### config.mk
export PLATFORM = sky130hd
export DESIGN_NAME = bounded_array_list_engine
export DESIGN_NICKNAME = d
export VERILOG_FILES = /design/src/hdl/ble_pkg.sv /design/src/hdl/ble_queue.sv /design/src/hdl/ble_front.sv /design/src/hdl/ble_back.sv /design/src/hdl/bounded_array_list_engine.sv
export VERILOG_INCLUDE_DIRS = /design/src /design/src/hdl
export SDC_FILE = /design/constraint.sdc
export NUM_CORES = 1
export LEC_CHECK = 0
export BUFFER_PORTS_ARGS = -buffer_cell sky130_fd_sc_hd__buf_2
export CAP_MARGIN = 10
export CELL_PAD_IN_SITES_DETAIL_PLACEMENT = 0
export CELL_PAD_IN_SITES_GLOBAL_PLACEMENT = 2
export CORE_UTILIZATION = 41
export CTS_BUF_LIST = sky130_fd_sc_hd__clkbuf_8
export CTS_CLUSTER_DIAMETER = 100
export CTS_CLUSTER_SIZE = 30
export DETAILED_ROUTE_END_ITERATION = 16
export PLACE_DENSITY_LB_ADDON = 0.1
export RECOVER_POWER = 100
export REMOVE_ABC_BUFFERS = 1
export SLEW_MARGIN = 20
export SYNTH_ARGS = -nofsm -noshare
export SYNTH_HDL_FRONTEND = slang
export SYNTH_SLANG_ARGS = --single-unit
### constraint.sdc
create_clock -name clock -period 2.9 [get_ports clock]
set_input_delay 0 -clock clock [delete_from_list [all_inputs] [get_ports clock]]
set_output_delay 0 -clock clock [all_outputs]
set_load 0.03 [all_outputs]
### src/hdl/bounded_array_list_engine_macros.svh
// ----------------------------------------------------------------------------
// bounded array list engine assertion macros
// shared concurrent assertion forms for the list engine modules
// ----------------------------------------------------------------------------
`ifndef BOUNDED_ARRAY_LIST_ENGINE_MACROS_SVH
`define BOUNDED_ARRAY_LIST_ENGINE_MACROS_SVH

// same-cycle implication
`define BLE_ASSERT_IMPL(name, clk, rst, ante, cons, msg) \
   name: assert property (@(posedge clk) disable iff (rst) (ante) |-> (cons)) \
      else $error(msg);

// next-cycle implication
`define BLE_ASSERT_NEXT(name, clk, rst, ante, cons, msg) \
   name: assert property (@(posedge clk) disable iff (rst) (ante) |=> (cons)) \
      else $error(msg);

`endif

### src/hdl/ble_pkg.sv
// ----------------------------------------------------------------------------
// ble_pkg
// shared types and constants of the bounded array list engine
// ----------------------------------------------------------------------------
package ble_pkg;

   localparam int CAPACITY_DEF   = 8;
   localparam int VALUE_BITS_DEF = 8;
   localparam int QUEUE_DEPTH    = 2;

   localparam int CMD_WIDTH   = 2;
   localparam int POS_WIDTH   = 3;
   localparam int VAL_WIDTH   = 8;
   localparam int COUNT_WIDTH = 4;

   localparam logic [CMD_WIDTH-1:0] CMD_INS_BEFORE = 2'd0;
   localparam logic [CMD_WIDTH-1:0] CMD_INS_AFTER  = 2'd1;
   localparam logic [CMD_WIDTH-1:0] CMD_INS_SORTED = 2'd2;
   localparam logic [CMD_WIDTH-1:0] CMD_DELETE     = 2'd3;

   typedef enum logic [1:0] {
      ST_OK     = 2'd0,
      ST_BADPOS = 2'd1,
      ST_FULL   = 2'd2,
      ST_EMPTY  = 2'd3
   } status_type;

   typedef enum logic [1:0] {
      JOB_LIST = 2'd0,
      JOB_INS  = 2'd1,
      JOB_SORT = 2'd2,
      JOB_DEL  = 2'd3
   } job_kind_type;

   typedef struct packed {
      job_kind_type kind;
      status_type   status;
   } job_ctl_type;

endpackage

### src/hdl/ble_queue.sv
// ----------------------------------------------------------------------------
// ble_queue
// short first-in first-out job queue between the front and back parts
// ----------------------------------------------------------------------------
`include "bounded_array_list_engine_macros.svh"

module ble_queue #(
   parameter int WIDTH = 8
) (
   input  logic             clock,
   input  logic             reset,
   input  logic             push,
   input  logic [WIDTH-1:0] push_data,
   input  logic             pop,
   output logic [WIDTH-1:0] head_data,
   output logic             full,
   output logic             empty
);

   localparam int DEPTH = ble_pkg::QUEUE_DEPTH;
   localparam int AW    = (DEPTH > 1) ? $clog2(DEPTH) : 1;
   localparam int NW    = $clog2(DEPTH + 1);

   logic [WIDTH-1:0] slot_ff [DEPTH];
   logic [AW-1:0]    wr_ptr_ff, wr_ptr_in;
   logic [AW-1:0]    rd_ptr_ff, rd_ptr_in;
   logic [NW-1:0]    fill_ff, fill_in;

   function automatic logic [AW-1:0] wrap_inc(input logic [AW-1:0] p);
      logic [AW-1:0] r;
      if (p == AW'(DEPTH - 1)) begin
         r = '0;
      end else begin
         r = p + AW'(1);
      end
      return r;
   endfunction

   assign full      = (fill_ff == NW'(DEPTH));
   assign empty     = (fill_ff == '0);
   assign head_data = slot_ff[rd_ptr_ff];

   always_comb begin
      wr_ptr_in = push ? wrap_inc(wr_ptr_ff) : wr_ptr_ff;
      rd_ptr_in = pop ? wrap_inc(rd_ptr_ff) : rd_ptr_ff;
      fill_in   = fill_ff;
      if (push && !pop) begin
         fill_in = fill_ff + NW'(1);
      end else if (pop && !push) begin
         fill_in = fill_ff - NW'(1);
      end
   end

   always_ff @(posedge clock) begin
      if (reset) begin
         wr_ptr_ff <= '0;
         rd_ptr_ff <= '0;
         fill_ff   <= '0;
      end else begin
         wr_ptr_ff <= wr_ptr_in;
         rd_ptr_ff <= rd_ptr_in;
         fill_ff   <= fill_in;
      end
   end

   always_ff @(posedge clock) begin
      if (push) begin
         slot_ff[wr_ptr_ff] <= push_data;
      end
   end

   `BLE_ASSERT_IMPL(a_no_push_full, clock, reset, push, !full || pop, "push into full queue")
   `BLE_ASSERT_IMPL(a_no_pop_empty, clock, reset, pop, !empty, "pop from empty queue")

endmodule

### src/hdl/ble_front.sv
// ----------------------------------------------------------------------------
// ble_front
// takes commands, checks them against the tracked count and builds jobs
// ----------------------------------------------------------------------------
module ble_front #(
   parameter int CAPACITY   = ble_pkg::CAPACITY_DEF,
   parameter int VALUE_BITS = ble_pkg::VALUE_BITS_DEF,
   localparam int IW        = $clog2(CAPACITY),
   localparam int CW        = $clog2(CAPACITY + 1)
) (
   input  logic                           clock,
   input  logic                           reset,
   input  logic                           accept,
   input  logic [ble_pkg::CMD_WIDTH-1:0]  req_cmd,
   input  logic [ble_pkg::POS_WIDTH-1:0]  req_position,
   input  logic [ble_pkg::VAL_WIDTH-1:0]  req_value,
   output ble_pkg::job_ctl_type           job_ctl,
   output logic [IW-1:0]                  job_pos,
   output logic [VALUE_BITS-1:0]          job_value,
   output logic [CW-1:0]                  job_cnt_old,
   output logic [CW-1:0]                  job_cnt_new
);

   localparam int CMPW = (CW > ble_pkg::POS_WIDTH) ? CW : ble_pkg::POS_WIDTH;

   logic [CW-1:0]   count_ff, count_in;
   logic [CMPW-1:0] pos_x, cnt_x;
   logic [CMPW:0]   tpos;
   logic            list_full, list_empty, pos_ok;

   assign pos_x      = CMPW'(req_position);
   assign cnt_x      = CMPW'(count_ff);
   assign list_full  = (count_ff >= CW'(CAPACITY));
   assign list_empty = (count_ff == '0);

   always_comb begin
      job_ctl.kind   = ble_pkg::JOB_LIST;
      job_ctl.status = ble_pkg::ST_OK;
      tpos           = (CMPW + 1)'(pos_x);
      pos_ok         = 1'b0;
      case (req_cmd)
         ble_pkg::CMD_INS_BEFORE: begin
            if (pos_x > cnt_x) begin
               job_ctl.status = ble_pkg::ST_BADPOS;
            end else if (list_full) begin
               job_ctl.status = ble_pkg::ST_FULL;
            end else begin
               job_ctl.kind = ble_pkg::JOB_INS;
            end
         end
         ble_pkg::CMD_INS_AFTER: begin
            pos_ok = list_empty ? (pos_x == '0) : (pos_x < cnt_x);
            tpos   = list_empty ? '0 : (CMPW + 1)'(pos_x) + (CMPW + 1)'(1);
            if (!pos_ok) begin
               job_ctl.status = ble_pkg::ST_BADPOS;
            end else if (list_full) begin
               job_ctl.status = ble_pkg::ST_FULL;
            end else begin
               job_ctl.kind = ble_pkg::JOB_INS;
            end
         end
         ble_pkg::CMD_INS_SORTED: begin
            if (list_full) begin
               job_ctl.status = ble_pkg::ST_FULL;
            end else begin
               job_ctl.kind = ble_pkg::JOB_SORT;
            end
         end
         ble_pkg::CMD_DELETE: begin
            if (list_empty) begin
               job_ctl.status = ble_pkg::ST_EMPTY;
            end else if (pos_x >= cnt_x) begin
               job_ctl.status = ble_pkg::ST_BADPOS;
            end else begin
               job_ctl.kind = ble_pkg::JOB_DEL;
            end
         end
         default: begin
            job_ctl.kind = ble_pkg::JOB_LIST;
         end
      endcase
   end

   always_comb begin
      case (job_ctl.kind)
         ble_pkg::JOB_INS, ble_pkg::JOB_SORT: job_cnt_new = count_ff + CW'(1);
         ble_pkg::JOB_DEL:                    job_cnt_new = count_ff - CW'(1);
         default:                             job_cnt_new = count_ff;
      endcase
   end

   assign job_pos     = IW'(tpos);
   assign job_value   = VALUE_BITS'(req_value);
   assign job_cnt_old = count_ff;
   assign count_in    = accept ? job_cnt_new : count_ff;

   always_ff @(posedge clock) begin
      if (reset) begin
         count_ff <= '0;
      end else begin
         count_ff <= count_in;
      end
   end

endmodule

### src/hdl/ble_back.sv
// ----------------------------------------------------------------------------
// ble_back
// carries out jobs on the entry memory and lists the contents word by word
// ----------------------------------------------------------------------------
`include "bounded_array_list_engine_macros.svh"

module ble_back #(
   parameter int CAPACITY   = ble_pkg::CAPACITY_DEF,
   parameter int VALUE_BITS = ble_pkg::VALUE_BITS_DEF,
   localparam int IW        = $clog2(CAPACITY),
   localparam int CW        = $clog2(CAPACITY + 1)
) (
   input  logic                             clock,
   input  logic                             reset,
   input  logic                             q_empty,
   output logic                             q_pop,
   input  ble_pkg::job_ctl_type             job_ctl,
   input  logic [IW-1:0]                    job_pos,
   input  logic [VALUE_BITS-1:0]            job_value,
   input  logic [CW-1:0]                    job_cnt_old,
   input  logic [CW-1:0]                    job_cnt_new,
   output logic                             rsp_valid,
   output logic [1:0]                       rsp_status,
   output logic [ble_pkg::COUNT_WIDTH-1:0]  rsp_entry_count,
   output logic                             rsp_has_entry,
   output logic [ble_pkg::POS_WIDTH-1:0]    rsp_entry_position,
   output logic [ble_pkg::VAL_WIDTH-1:0]    rsp_entry_value,
   output logic                             rsp_last
);

   typedef enum logic [8:0] {
      S_IDLE     = 9'b000000001,
      S_SRCH_RD  = 9'b000000010,
      S_SRCH_CMP = 9'b000000100,
      S_UP_RD    = 9'b000001000,
      S_UP_WR    = 9'b000010000,
      S_PUT      = 9'b000100000,
      S_DN_RD    = 9'b001000000,
      S_DN_WR    = 9'b010000000,
      S_LIST     = 9'b100000000
   } state_type;

   state_type               state_ff, state_in;
   logic [IW-1:0]           idx_ff, idx_in;
   logic [IW-1:0]           pos_ff, pos_in;
   logic [VALUE_BITS-1:0]   val_ff, val_in;
   logic [CW-1:0]           cnt_old_ff, cnt_old_in;
   logic [CW-1:0]           cnt_new_ff, cnt_new_in;
   ble_pkg::status_type     status_ff, status_in;

   logic                    emit_ff, emit_in;
   logic                    has_ff, has_in;
   logic                    last_ff, last_in;
   logic [IW-1:0]           epos_ff, epos_in;
   logic [CW-1:0]           ecount_ff, ecount_in;
   ble_pkg::status_type     estatus_ff, estatus_in;

   logic [VALUE_BITS-1:0]   mem [CAPACITY];
   logic [VALUE_BITS-1:0]   rdata_ff;
   logic [IW-1:0]           rd_addr, wr_addr;
   logic [VALUE_BITS-1:0]   wr_data;
   logic                    wr_en;

   assign rd_addr = (state_ff == S_DN_RD) ? idx_ff + IW'(1) : idx_ff;

   always_comb begin
      state_in   = state_ff;
      idx_in     = idx_ff;
      pos_in     = pos_ff;
      val_in     = val_ff;
      cnt_old_in = cnt_old_ff;
      cnt_new_in = cnt_new_ff;
      status_in  = status_ff;
      emit_in    = 1'b0;
      has_in     = has_ff;
      last_in    = last_ff;
      epos_in    = epos_ff;
      ecount_in  = ecount_ff;
      estatus_in = estatus_ff;
      q_pop      = 1'b0;
      wr_en      = 1'b0;
      wr_addr    = idx_ff;
      wr_data    = rdata_ff;
      case (state_ff)
         S_IDLE: begin
            if (!q_empty) begin
               q_pop      = 1'b1;
               pos_in     = job_pos;
               val_in     = job_value;
               cnt_old_in = job_cnt_old;
               cnt_new_in = job_cnt_new;
               status_in  = job_ctl.status;
               idx_in     = '0;
               case (job_ctl.kind)
                  ble_pkg::JOB_INS: begin
                     if (job_cnt_old > CW'(job_pos)) begin
                        idx_in   = IW'(job_cnt_old - CW'(1));
                        state_in = S_UP_RD;
                     end else begin
                        state_in = S_PUT;
                     end
                  end
                  ble_pkg::JOB_SORT: begin
                     if (job_cnt_old == '0) begin
                        pos_in   = '0;
                        state_in = S_PUT;
                     end else begin
                        state_in = S_SRCH_RD;
                     end
                  end
                  ble_pkg::JOB_DEL: begin
                     if (CW'(job_pos) + CW'(1) < job_cnt_old) begin
                        idx_in   = job_pos;
                        state_in = S_DN_RD;
                     end else begin
                        state_in = S_LIST;
                     end
                  end
                  default: begin
                     state_in = S_LIST;
                  end
               endcase
            end
         end
         S_SRCH_RD: begin
            state_in = S_SRCH_CMP;
         end
         S_SRCH_CMP: begin
            if (rdata_ff > val_ff) begin
               pos_in   = idx_ff;
               idx_in   = IW'(cnt_old_ff - CW'(1));
               state_in = S_UP_RD;
            end else if (CW'(idx_ff) + CW'(1) == cnt_old_ff) begin
               pos_in   = IW'(cnt_old_ff);
               state_in = S_PUT;
            end else begin
               idx_in   = idx_ff + IW'(1);
               state_in = S_SRCH_RD;
            end
         end
         S_UP_RD: begin
            state_in = S_UP_WR;
         end
         S_UP_WR: begin
            wr_en   = 1'b1;
            wr_addr = idx_ff + IW'(1);
            if (idx_ff == pos_ff) begin
               state_in = S_PUT;
            end else begin
               idx_in   = idx_ff - IW'(1);
               state_in = S_UP_RD;
            end
         end
         S_PUT: begin
            wr_en    = 1'b1;
            wr_addr  = pos_ff;
            wr_data  = val_ff;
            idx_in   = '0;
            state_in = S_LIST;
         end
         S_DN_RD: begin
            state_in = S_DN_WR;
         end
         S_DN_WR: begin
            wr_en = 1'b1;
            if (CW'(idx_ff) + CW'(2) == cnt_old_ff) begin
               idx_in   = '0;
               state_in = S_LIST;
            end else begin
               idx_in   = idx_ff + IW'(1);
               state_in = S_DN_RD;
            end
         end
         S_LIST: begin
            emit_in    = 1'b1;
            ecount_in  = cnt_new_ff;
            estatus_in = status_ff;
            if (cnt_new_ff == '0) begin
               has_in   = 1'b0;
               epos_in  = '0;
               last_in  = 1'b1;
               state_in = S_IDLE;
            end else begin
               has_in  = 1'b1;
               epos_in = idx_ff;
               last_in = (CW'(idx_ff) + CW'(1) == cnt_new_ff);
               if (CW'(idx_ff) + CW'(1) == cnt_new_ff) begin
                  state_in = S_IDLE;
               end else begin
                  idx_in = idx_ff + IW'(1);
               end
            end
         end
         default: begin
            state_in = S_IDLE;
         end
      endcase
   end

   always_ff @(posedge clock) begin
      if (reset) begin
         state_ff <= S_IDLE;
         emit_ff  <= 1'b0;
      end else begin
         state_ff <= state_in;
         emit_ff  <= emit_in;
      end
   end

   always_ff @(posedge clock) begin
      idx_ff     <= idx_in;
      pos_ff     <= pos_in;
      val_ff     <= val_in;
      cnt_old_ff <= cnt_old_in;
      cnt_new_ff <= cnt_new_in;
      status_ff  <= status_in;
      has_ff     <= has_in;
      last_ff    <= last_in;
      epos_ff    <= epos_in;
      ecount_ff  <= ecount_in;
      estatus_ff <= estatus_in;
   end

   always_ff @(posedge clock) begin
      if (wr_en) begin
         mem[wr_addr] <= wr_data;
      end
      rdata_ff <= mem[rd_addr];
   end

   assign rsp_valid          = emit_ff;
   assign rsp_status         = estatus_ff;
   assign rsp_entry_count    = ble_pkg::COUNT_WIDTH'(ecount_ff);
   assign rsp_has_entry      = has_ff;
   assign rsp_entry_position = ble_pkg::POS_WIDTH'(epos_ff);
   assign rsp_entry_value    = has_ff ? ble_pkg::VAL_WIDTH'(rdata_ff) : '0;
   assign rsp_last           = last_ff;

   `BLE_ASSERT_IMPL(a_empty_word_last, clock, reset, emit_ff && !has_ff, last_ff && (ecount_ff == '0), "empty listing word malformed")
   `BLE_ASSERT_IMPL(a_entry_in_list, clock, reset, emit_ff && has_ff, CW'(epos_ff) < ecount_ff, "listed position beyond count")
   `BLE_ASSERT_IMPL(a_write_in_list, clock, reset, wr_en, CW'(wr_addr) < cnt_new_ff, "memory write beyond new count")
   `BLE_ASSERT_IMPL(a_listing_goes_on, clock, reset, emit_ff && !last_ff, state_ff == S_LIST, "listing stopped before last word")

endmodule

### src/hdl/bounded_array_list_engine.sv
// ----------------------------------------------------------------------------
// bounded_array_list_engine
// bounded ordered list with positional and sorted insert and delete
// ----------------------------------------------------------------------------
// Commands enter on req_cmd, req_position and req_value; one is taken at a
// rising edge where start is high and busy is low. busy rises while two
// commands wait in the job queue between the checking front and the memory
// back end, and during reset.
// After each command the contents are listed on the rsp_ ports, one word per
// cycle marked by rsp_valid, positions in order, rsp_last on the final word;
// an empty list gives one word with rsp_has_entry low. The receiver cannot
// stall: every word is taken in the cycle it is shown.
// Before the first word, a command passes the job queue and the back end:
// each entry shifted takes a read then a write, each entry examined by a
// sorted insert a read then a compare, and an inserted value a store. The
// registered read of the entry memory is why every shift step is a read
// then a write.
// Synchronous reset empties the list and the job queue; the entry memory is
// not cleared, since only written entries are ever read.
// ----------------------------------------------------------------------------
module bounded_array_list_engine #(
   parameter int CAPACITY   = ble_pkg::CAPACITY_DEF,
   parameter int VALUE_BITS = ble_pkg::VALUE_BITS_DEF
) (
   input  logic                             clock,
   input  logic                             reset,
   input  logic                             start,
   output logic                             busy,
   input  logic [ble_pkg::CMD_WIDTH-1:0]    req_cmd,
   input  logic [ble_pkg::POS_WIDTH-1:0]    req_position,
   input  logic [ble_pkg::VAL_WIDTH-1:0]    req_value,
   output logic                             rsp_valid,
   output logic [1:0]                       rsp_status,
   output logic [ble_pkg::COUNT_WIDTH-1:0]  rsp_entry_count,
   output logic                             rsp_has_entry,
   output logic [ble_pkg::POS_WIDTH-1:0]    rsp_entry_position,
   output logic [ble_pkg::VAL_WIDTH-1:0]    rsp_entry_value,
   output logic                             rsp_last
);

   localparam int IW = $clog2(CAPACITY);
   localparam int CW = $clog2(CAPACITY + 1);
   localparam int JW = $bits(ble_pkg::job_ctl_type) + IW + VALUE_BITS + 2 * CW;

   logic                  accept;
   logic                  q_full, q_empty, q_pop;
   logic [JW-1:0]         q_in, q_head;

   ble_pkg::job_ctl_type  f_ctl, h_ctl;
   logic [IW-1:0]         f_pos, h_pos;
   logic [VALUE_BITS-1:0] f_val, h_val;
   logic [CW-1:0]         f_cnt_old, h_cnt_old;
   logic [CW-1:0]         f_cnt_new, h_cnt_new;

   assign busy   = q_full || reset;
   assign accept = start && !busy;
   assign q_in   = {f_ctl, f_pos, f_val, f_cnt_old, f_cnt_new};
   assign {h_ctl, h_pos, h_val, h_cnt_old, h_cnt_new} = q_head;

   ble_front #(
      .CAPACITY   (CAPACITY),
      .VALUE_BITS (VALUE_BITS)
   ) u_front (
      .clock        (clock),
      .reset        (reset),
      .accept       (accept),
      .req_cmd      (req_cmd),
      .req_position (req_position),
      .req_value    (req_value),
      .job_ctl      (f_ctl),
      .job_pos      (f_pos),
      .job_value    (f_val),
      .job_cnt_old  (f_cnt_old),
      .job_cnt_new  (f_cnt_new)
   );

   ble_queue #(
      .WIDTH (JW)
   ) u_queue (
      .clock     (clock),
      .reset     (reset),
      .push      (accept),
      .push_data (q_in),
      .pop       (q_pop),
      .head_data (q_head),
      .full      (q_full),
      .empty     (q_empty)
   );

   ble_back #(
      .CAPACITY   (CAPACITY),
      .VALUE_BITS (VALUE_BITS)
   ) u_back (
      .clock              (clock),
      .reset              (reset),
      .q_empty            (q_empty),
      .q_pop              (q_pop),
      .job_ctl            (h_ctl),
      .job_pos            (h_pos),
      .job_value          (h_val),
      .job_cnt_old        (h_cnt_old),
      .job_cnt_new        (h_cnt_new),
      .rsp_valid          (rsp_valid),
      .rsp_status         (rsp_status),
      .rsp_entry_count    (rsp_entry_count),
      .rsp_has_entry      (rsp_has_entry),
      .rsp_entry_position (rsp_entry_position),
      .rsp_entry_value    (rsp_entry_value),
      .rsp_last           (rsp_last)
   );

endmodule
==> results of run 1 <==
repair_timing:
| item | in CTS | in global routing |
|---|---|---|
| endpoints found under the hold margin | 28 | 0 |
| resized for setup | 0 | 5 |
| endpoints found under the setup margin | 0 | 3 |
| hold buffers | 11 | 0 |
cells by family (layout without fill, tap and decap cells):
family                     count (synthesis)  in the layout  synth area share, %
AOI/OAI and AO/OA                        110            110                 10.7
DFF                                      172            172                 58.9
adders and majority gates                 28             28                 4.21
xor gates and xnor gates                  30             30                 3.39
buffers and inverters                     60            156                 3.36
muxes                                     61             61                 7.72
and+or+nand+nor                          184            184                 11.8
power groups by stage:
stage | sequential, W | combinational [W] | clock, W
after floorplan | 0.00363 | 0.00239 | 0
final | 0.00357 | 0.00347 | 0.00192
after CTS | 0.00357 | 0.00364 | 0.00197
after detailed placement | 0.00363 | 0.00360 | 0
after global routing | 0.00362 | 0.00383 | 0.00207
after global placement | 0.00363 | 0.00352 | 0
how the worst min path moves through the flow:
stage | end | slack [ps] | cells past startpoint
finish | u_queue.slot_ff[0][20] | 40 | 3
global route | u_queue.slot_ff[0][18] | 40 | 3
CTS | u_queue.slot_ff[0][20] | 20 | 3
detailed placement | u_queue.slot_ff[0][14] | 190 | 1
global placement | u_queue.slot_ff[0][10] | 190 | 1
floorplan | u_front.job_cnt_old[2] | 60 | 1
routing by layer:
metal | routed length (um) | global-route usage (%) | vias up
met2 | 9140 | 32.0 | 90
met3 | 672 | 4.37 | 22
met4 | 234 | 5.21 | 0
met5 | 0 | 0 | -
met1 | 8620 | 25.0 | 2602
li1 | - | - | 2599
synth_stat cells, drive strengths merged (4+ instances only):
cell / count / area (um2)
edfxtp: 145 / 4350
nand2: 44 / 165
nor2: 40 / 153
mux2i: 36 / 360
inv: 33 / 124
ha: 28 / 350
dfxtp: 27 / 541
mux2: 25 / 282
o21ai: 21 / 109
buf: 19 / 124
nand3: 18 / 90.1
xnor2: 18 / 176
a21oi: 17 / 88.8
and2: 14 / 87.6
xor2: 12 / 105
a221oi: 11 / 153
nor3: 11 / 55.1
a32o: 10 / 100
nand2b: 10 / 62.6
nor4: 8 / 56.3
clkbuf: 7 / 27.5
a21o: 6 / 45.0
a22oi: 6 / 45.0
and3: 5 / 36.3
nor2b: 5 / 31.3
o211ai: 5 / 42.5
a31oi: 4 / 31.3
nand3b: 4 / 30.0
nand4: 4 / 25.0
or2: 4 / 27.5
or3: 4 / 25.0
cell type report:
type | count | area (um2)
fill | 1837 | 10200
sequential | 172 | 4890
multi-input combinational | 413 | 3110
timing repair buffer | 90 | 544
tap | 265 | 332
clock inverter | 15 | 236
clock buffer | 17 | 234
inverter | 34 | 128
cells in the final DEF (no fill, tap or decap), types with 4 or more instances in the layout:
| cell type | instances |
|---|---|
| edfxtp_1 | 145 |
| nand2_1 | 44 |
| nor2_1 | 39 |
| mux2i_1 | 36 |
| inv_1 | 32 |
| clkbuf_1 | 31 |
| ha_1 | 28 |
| dfxtp_1 | 27 |
| buf_4 | 22 |
| o21ai_0 | 19 |
| nand3_1 | 18 |
| buf_2 | 18 |
| clkbuf_8 | 17 |
| xnor2_1 | 16 |
| a21oi_1 | 16 |
| mux2_2 | 16 |
| xor2_1 | 12 |
| nor3_1 | 11 |
| dlygate4sd3_1 | 11 |
| nand2b_1 | 10 |
| a32o_1 | 10 |
| mux2_1 | 9 |
| a221oi_1 | 9 |
| and2_0 | 8 |
| nor4_1 | 7 |
| clkbuf_2 | 7 |
| a21o_1 | 6 |
| a22oi_1 | 6 |
| and2_1 | 6 |
| nor2b_1 | 5 |
| nand3b_1 | 4 |
| o211ai_1 | 4 |
| nand4_1 | 4 |
| and3_1 | 4 |
| clkinv_8 | 4 |
| inv_8 | 4 |
sequential cells by signal, summed over array words and instances, names as in the netlist, named ones only:
signal                     count
u_queue.wr_ptr_ff              1
u_front.job_cnt_old            4
u_back.rsp_has_entry           1
u_back.rdata_ff                8
u_back.idx_ff                  3
u_back.rsp_last                1
u_back.cnt_old_ff              4
u_back.status_ff               2
u_queue.slot_ff               46
u_back.state_ff                9
u_back.cnt_new_ff              4
u_back.rsp_entry_count         4
u_queue.rd_ptr_ff              1
u_back.rsp_valid               1
u_back.mem                    64
u_back.val_ff                  8
u_back.rsp_entry_position      3
u_back.pos_ff                  3
u_queue.fill_ff                2
u_back.rsp_status              2
worst max-delay path, cell delays in order (launching register included):
cell	delay [ps]
dfxtp_1	350
inv_2	60
ha_1	280
and4b_4	230
or2_4	270
or3_4	350
xnor2_2	170
ha_1	180
nor2_1	40
nor4b_2	150
a41o_1	270
xnor2_1	160
metrics by stage:
step / hold WS, ps / worst slack (ps) / TNS, ps / utilization (%)
after floorplan: 62.4 / -224 / -337 / -
after CTS: 22.2 / 123 / 0 / 48.9
after global routing: 42.1 / 16.9 / 0 / 48.2
after global placement: 189 / 180 / 0 / 45.8
final: 38.3 / 147 / 0 / 48.2
after detailed placement: 193 / 145 / 0 / 45.9
==> results.yml, run 1 <==
grt:
  gr-total-overflow: 0
  grt_max_degree: 24
  grt_pass1_vias: 5282
  grt_pass1_wl_mm: 29.4
  antenna_found_initial: 0
  grt_usage_pct: 19.2
critical_path:
  required_ps: 3100
  r2r_end: "u_queue.slot_ff[0][2]"
  startpoint_type: "flip-flop"
  worst_r2r_startpoint: "u_front.job_cnt_old[2]"
  path_class: "reg2reg"
  cp-endpoint: "u_queue.slot_ff[0][2]"
  r2r_cells: 11
  cp.arrival_ps: 2950
  rrSetupSlack_ps: 150
  critPathCaptureType: "flip-flop"
  startpoint: "u_front.job_cnt_old[2]"
  cp_max_fo: 4
floorplanning:
  dieArea_mm2: 0.0208
  core_area_mm2: 0.0197
  die_h_um: 144
  num_rows: 51
  start_util_pct: 42.3
  die_w_um: 144
  io_pins: 37
power_and_ir_drop:
  p_int_w: 0.00553
  power_frac_clock_pct: 21.4
  ir_worst_vdd_uv: 522
  power_switching_share_pct: 38.2
  comb_power_share_pct: 38.7
  p_per_area_mw_per_mm2: 945
  switching_power_w: 0.00343
  report.power.total_w: 0.00896
  p_seq_share_pct: 39.9
  leakagePower_nw: 3.51
min_path:
  hold_start: "req_cmd[1]"
  min_path_type: "in2reg"
placed_design:
  dp_hpwl_mm: 13.8
  placed_cell_area_mm2: 0.00902
  routabilityCongestion: 0.851
  dp.cells: 963
  io_buffers: 36
timing:
  finalMaxSlewViolations: 0
  finalClockSkew_ps: 15.5
  max_freq_mhz: 363
  rsz0062_at_grt: "no"
  tightest_slew_ps: 1440
  fin_crit_ps: 2750
  slew_headroom_pct: 3.76
  finalHoldViolations: 0
  fin_crit_sh_pct: 94.9
  setup_viol: 0
clocking:
  cts_tree: "yes"
  clk_path_buf_depth: 2
  post-cts-setup-buffers: 0
  insertion_delay_ps: 460
  htree_levels: 4
  cts.sinks: 172
  root_buffer: "clkbuf_8"
  clk_pin_slew_worst_paths_ps: 110
  cts-buffers-inserted: 17
route:
  vias: 5313
  drc: 0
  routed_wl_mm: 18.7
  via_per_inst: 5.28
  drt_first_pass_iters: 5
  wl_per_cell_um: 18.5
  postRouteAntennaNets: 0
  drtIter0Drc: 268
layout:
  fin_area_mm2: 0.00948
  diodes: 0
  area_delta_synth_final_pct: 14.0
  fin_nets: 772
  layout-drive-gt1-share_pct: 16.3
  instances_no_fill: 1006
logic_synthesis:
  synth_edf_count: 145
  syn-cell-area_mm2: 0.00831
  synth_cells: 645
  yosysWarnings: 0
  avgSynthCellArea_um2: 12.9
  ys_ff_latch: 172
  synth_flop_cell: "edfxtp_1"
  synth.distinct_cells: 80
  seq_area_frac_synth_pct: 58.9
  async_flop_share_pct: 0
run_status:
  status: "completed"
flow_run:
  drv_cap: 0
Power figures use the tool's default switching activity.
==> run 2, diff against run 1 <==
--- a/config.mk
+++ b/config.mk
@@ -21,4 +21,5 @@
 export SLEW_MARGIN = 20
 export SYNTH_ARGS = -nofsm -noshare
 export SYNTH_HDL_FRONTEND = slang
+export SYNTH_HIERARCHICAL = 1
 export SYNTH_SLANG_ARGS = --single-unit
==> run 2 against run 1 <==
Compared with the run above:
- sequential power about the same
- synthesized area up 5.9%
- clock power is 14% lower
==> results.yml, run 2 <==
floorplanning:
  num_rows: 53
  die_w_um: 149
  core_area_mm2: 0.0210
  dieArea_mm2: 0.0221
  die_h_um: 149
  start_util_pct: 41.9
  io_pins: 37
layout:
  final_core_util_pct: 46.3
  largest_reg_flops: 64
  layout_common_cells: "145 x edfxtp_1, 51 x mux2_2, 46 x nor2_1, 34 x inv_1"
  layout-drive-gt1-share_pct: 17.8
  top_register: "u_back/mem"
  diodes: 0
  mostFrequentLayoutCell: "edfxtp_1"
  top_regs: "u_back/mem: 64 flops, u_queue/slot_ff: 46 flops, u_back/state_ff: 9 flops"
  area_delta_synth_final_pct: 10.5
  fin_nets: 818
logic_synthesis:
  yosysMostFrequentCell: "edfxtp_1"
  avgSynthCellArea_um2: 12.4
  ys_top_cells_by_count: "145 x edfxtp_1, 55 x mux2_2, 46 x nor2_1"
  yosysTopAreaCell: "edfxtp_1"
  yosysWarnings: 6
  syn-cell-area_mm2: 0.00880
  async_flop_share_pct: 0
  synth_flop_cell: "edfxtp_1"
  synth_edf_count: 145
  ys_ff_latch: 172
  synth_cells: 710
  synth.distinct_cells: 80
  seq_area_frac_synth_pct: 55.6
  synth_area_leaders: "edfxtp_1 49%, mux2_2 7.0%, dfxtp_1 6.1%, ha_1 4.1%, nor2_1 2.0%"
  yosysTopAreaCellShare_pct: 49.5
timing:
  fin_crit_sh_pct: 96.0
  finalHoldViolations: 0
  rsz0062_at_grt: "no"
  timing.hold.ws_ps: 67.8
  finalMaxSlewViolations: 0
  slew_headroom_pct: 49.7
  tightest_slew_ps: 754
  setup_viol: 0
  finalClockSkew_ps: 18.7
  max_freq_mhz: 359
  fin_crit_ps: 2780
critical_path:
  cp.arrival_ps: 2930
  path_class: "reg2reg"
  critPathCaptureType: "flip-flop"
  cp_max_fo: 11
  slowest_stage: "or4b_1"
  path_cells: "or4b_1 -> a211oi_2 -> a21boi_2 -> o22ai_1 -> nor4_1 -> clkbuf_2"
  startpoint_type: "flip-flop"
  required_ps: 3050
  cpPeakStageDelay_ps: 610
route:
  postRouteAntennaNets: 0
  drt_first_pass_iters: 4
  drtIter0Drc: 313
  wl_per_cell_um: 18.7
  routed_wl_mm: 19.9
  via_per_inst: 5.48
  drc: 0
  vias: 5810
power_and_ir_drop:
  p_per_area_mw_per_mm2: 899
  report.power.total_w: 0.00875
  leakagePower_nw: 3.47
  ir_worst_vdd_uv: 340
clocking:
  clk_path_buf_depth: 2
  htree_levels: 4
  cts_tree: "yes"
  cts-buffers-inserted: 17
  cts.sinks: 172
  root_buffer: "clkbuf_8"
  insertion_delay_ps: 460
  post-cts-setup-buffers: 0
  clk_pin_slew_worst_paths_ps: 100
grt:
  grt_pass1_wl_mm: 31.1
  antenna_found_initial: 0
  grt_usage_pct: 18.8
  gr-total-overflow: 0
  grt_use_met1_pct: 26.1
  grt_pass1_vias: 5594
  grt.busiest_layer: "met2"
  grt.met3_usage_pct: 2.73
  grt_max_degree: 24
  met2_usage_pct: 29.8
run_status:
  status: "completed"
placed_design:
  dp_hpwl_mm: 14.5
  routabilityCongestion: 0.854
  io_buffers: 36
flow_run:
  drv_cap: 0
min_path:
  min_path_type: "in2reg"
run 2: cell types whose count changed after synthesis, sizes merged, moves of 12 or more:
cell | previous run | this run
mux2i | 36 | 14
or3 | 4 | 16
mux2 | 25 | 58
nand2 | 44 | 25
a21oi | 17 | 30
run 2: what timing repair did:
item                      in CTS  in global routing
hold endpoints to repair      31                  0
hold buffers                  12                  0
resized for setup              0                  0
run 2: cell type report:
class | instances | area (um2)
inverter | 34 | 128
timing repair buffer | 85 | 495
clock inverter | 15 | 171
tap | 275 | 344
fill | 1921 | 11300
clock buffer | 17 | 234
multi-input combinational | 463 | 3460
sequential | 172 | 4890
run 2: metal layers:
metal  vias up  routed length (um)
li1       2812                   -
met1      2865                9680
met2       112                9240
met3        21                 552
met4         0                 380
met5         -                   0
run 2: kinds of logic (layout without fill, tap and decap cells):
logic type,after synthesis,after routing,synth area share [%]
xor gates and xnor gates,27,27,2.77
adders and majority gates,29,29,4.12
DFF,172,172,55.6
and+or+nand+nor,204,204,13.2
AOI/OAI and AO/OA,131,131,10.8
buffers and inverters,75,151,4.21
muxes,72,72,9.24
run 2: final timing paths:
kind,start,to,slack (ps),depth (start not counted)
setup / recovery,u_back/state_ff[4],u_back/mem[7][5],120,6
setup reg to reg,u_back/state_ff[4],u_back/mem[7][5],120,6
hold reg to reg,u_back/status_ff[1],u_back/rsp_status[1],450,0
hold / removal,req_position[0],u_queue/slot_ff[0][16],70,3
run 2: critical path: cells and delay by family (launching register included):
family / cells / cell delay (ps)
AOI/OAI and AO/OA: 3 / 690
and+or+nand+nor: 2 / 920
DFF: 1 / 530
buffers and inverters: 1 / 330
run 2: stage by stage:
step           instances  worst slack (ps)  cell area (um2)  TNS [ps]
4_1_cts             1061               188             9890         0
2_1_floorplan        669              -390             8560     -4970
5_1_grt             1061              9.68             9720         0
3_5_place_dp        1017               208             9370         0
3_3_place_gp        1017               236             9370         0
6_report            1061               116             9720         0
run 2: power breakdown:
group          internal (W)  total [W]  switching, W
logic               0.00140    0.00349       0.00210
registers           0.00329    0.00359      0.000304
clock network      0.000659    0.00166       0.00100
==> run 3, diff against run 2 <==
--- a/config.mk
+++ b/config.mk
@@ -10,6 +10,7 @@
 export CAP_MARGIN = 10
 export CELL_PAD_IN_SITES_DETAIL_PLACEMENT = 0
 export CELL_PAD_IN_SITES_GLOBAL_PLACEMENT = 2
+export CORE_MARGIN = 8
 export CORE_UTILIZATION = 41
 export CTS_BUF_LIST = sky130_fd_sc_hd__clkbuf_8
 export CTS_CLUSTER_DIAMETER = 100
==> run 3 against run 2 <==
Compared with the run above:
- fmax up 0.65%
- power is 1.6% lower
- sequential share of layout area grew 0.35 points
- clock skew fell by 9.3 ps
- sequential power is essentially flat
- worst hold slack worse by 23 ps
- combinational power about the same
- non-clock buffer count fell by 2
- first-iteration DRC count is 5.4% higher
- flip-flop and latch count is the same
- largest cell class unchanged
- highest routed layer unchanged
==> results.yml, run 3 (synthesis gave the netlist of run 2 again) <==
floorplanning:
  dieArea_mm2: 0.0264
  core_area_mm2: 0.0210
  start_util_pct: 41.9
  die_w_um: 163
  io_pins: 37
  num_rows: 53
  die_h_um: 163
placed_design:
  dp_hpwl_mm: 14.6
  dp.cells: 1016
  io_buffers: 36
  routabilityCongestion: 0.863
layout:
  mostFrequentLayoutCell: "edfxtp_1"
  fillers: 1944
  instances_no_fill: 1059
  area_delta_synth_final_pct: 9.72
  diodes: 0
  top_register: "u_back/mem"
  layout-drive-gt1-share_pct: 16.2
  layout_common_cells: "145 x edfxtp_1, 46 x nor2_1, 44 x mux2_2, 36 x inv_1, 36 x clkbuf_1"
  largest_reg_flops: 64
  top_regs: "u_back/mem: 64 flops, u_queue/slot_ff: 46 flops, u_back/state_ff: 9 flops"
  fin_nets: 816
grt:
  grt_pass1_vias: 5782
  antenna_found_initial: 0
  grt_usage_pct: 15.6
  grt.busiest_layer: "met2"
  met2_usage_pct: 25.4
  grt_max_degree: 24
  grt.met3_usage_pct: 3.51
  grt_use_met1_pct: 20.5
  grt_pass1_wl_mm: 32.1
  gr-total-overflow: 0
clocking:
  cts-buffers-inserted: 17
  post-cts-setup-buffers: 0
  clk_path_buf_depth: 2
  cts.sinks: 172
  root_buffer: "clkbuf_8"
  clk_pin_slew_worst_paths_ps: 90
  cts_tree: "yes"
  cts_resized: 0
  htree_levels: 4
  insertion_delay_ps: 450
timing:
  finalMaxSlewViolations: 0
  fin_crit_ps: 2770
  max_freq_mhz: 361
  finalClockSkew_ps: 9.44
  slew_headroom_pct: 55.7
  rsz0062_at_grt: "no"
  finalSetupTns_ps: 0
  fin_crit_sh_pct: 95.4
  finalHoldViolations: 0
  tightest_slew_ps: 664
  setup_viol: 0
min_path:
  min_path_type: "in2reg"
route:
  drtIter0Drc: 330
  drc: 0
  postRouteAntennaNets: 0
  drt_first_pass_iters: 5
  via_per_inst: 5.43
  wl_per_cell_um: 19.0
  vias: 5747
  routed_wl_mm: 20.2
power_and_ir_drop:
  ir_worst_vdd_uv: 348
  p_per_area_mw_per_mm2: 891
  leakagePower_nw: 3.43
  report.power.total_w: 0.00860
critical_path:
  critical_path.top_delay_family: "simple AND/OR/NAND/NOR gates"
  path_cells: "nor4_1 -> or2b_2 -> nor2_2 -> clkbuf_1 -> mux2_1"
  cp.arrival_ps: 2920
  critPathBufInv: 1
  required_ps: 3050
  cp_max_fo: 10
  startpoint_type: "flip-flop"
  path_class: "reg2reg"
  slowest_stage: "mux2_1"
  critPathCaptureType: "flip-flop"
  cpPeakStageDelay_ps: 530
run_status:
  status: "completed"
flow_run:
  drv_cap: 0
run 3: cell count changes in the layout (fill, tap and decap cells not counted), moves of 3 or more:
cell and change:
mux2_1 +7, mux2_2 -7, clkbuf_1 +6, clkinv_8 -4
buf_4 -3, clkbuf_2 -3
run 3: worst paths after layout:
| kind | cells past startpoint | slack, ps | to | start |
|---|---|---|---|---|
| worst max-delay path | 5 | 130 | u_back/mem[1][2] | u_back/state_ff[8] |
| worst min-delay path | 3 | 40 | u_queue/slot_ff[0][17] | req_position[1] |
| worst max register to register | 5 | 130 | u_back/mem[1][2] | u_back/state_ff[8] |
| worst min register to register | 0 | 470 | u_back/rsp_status[1] | u_back/status_ff[1] |
run 3: what timing repair did:
| item | in CTS | in global routing |
|---|---|---|
| endpoints found under the hold margin | 29 | 0 |
| hold buffers | 11 | 0 |
| endpoints found under the setup margin | 0 | 1 |
run 3: cell type report:
cell class                      instances  area (um2)  share of cell area [%]
Multi-Input combinational cell        463        3480                    36.0
Clock inverter                         15         115                    1.19
Clock buffer                           17         234                    2.42
Inverter                               34         128                    1.32
Timing Repair Buffer                   83         465                    4.82
Sequential cell                       172        4890                    50.7
Tap cell                              275         344                    3.56
run 3: worst reg2reg max path: stages (launching register included):
cell,delay (ps)
dfxtp_1,400
nor4_1,490
or2b_2,410
nor2_2,120
clkbuf_1,510
mux2_1,540
run 3: layer usage:
layer  part of all wire, %  up-vias
met1                    48     2833
met3                   3.9       11
met2                    48       89
li1                      -     2814
met5                     0        -
met4                  0.91        0
run 3: report_power, final:
part | switching [W] | internal [W]
Clock | 0.000919 | 0.000612
Combinational | 0.00213 | 0.00137
Sequential | 0.000278 | 0.00329
run 3: per-stage QoR:
stage               worst slack (ps)  hold slack [ps]  util [%]  cell area (um2)
floorplan                       -390             69.1         -             8560
global placement                 299              188      44.5             9360
detailed placement               221              191      44.5             9360
CTS                              200             8.60      46.7             9820
global route                    4.90             13.9      45.9             9660
finish                           134             44.4      45.9             9660
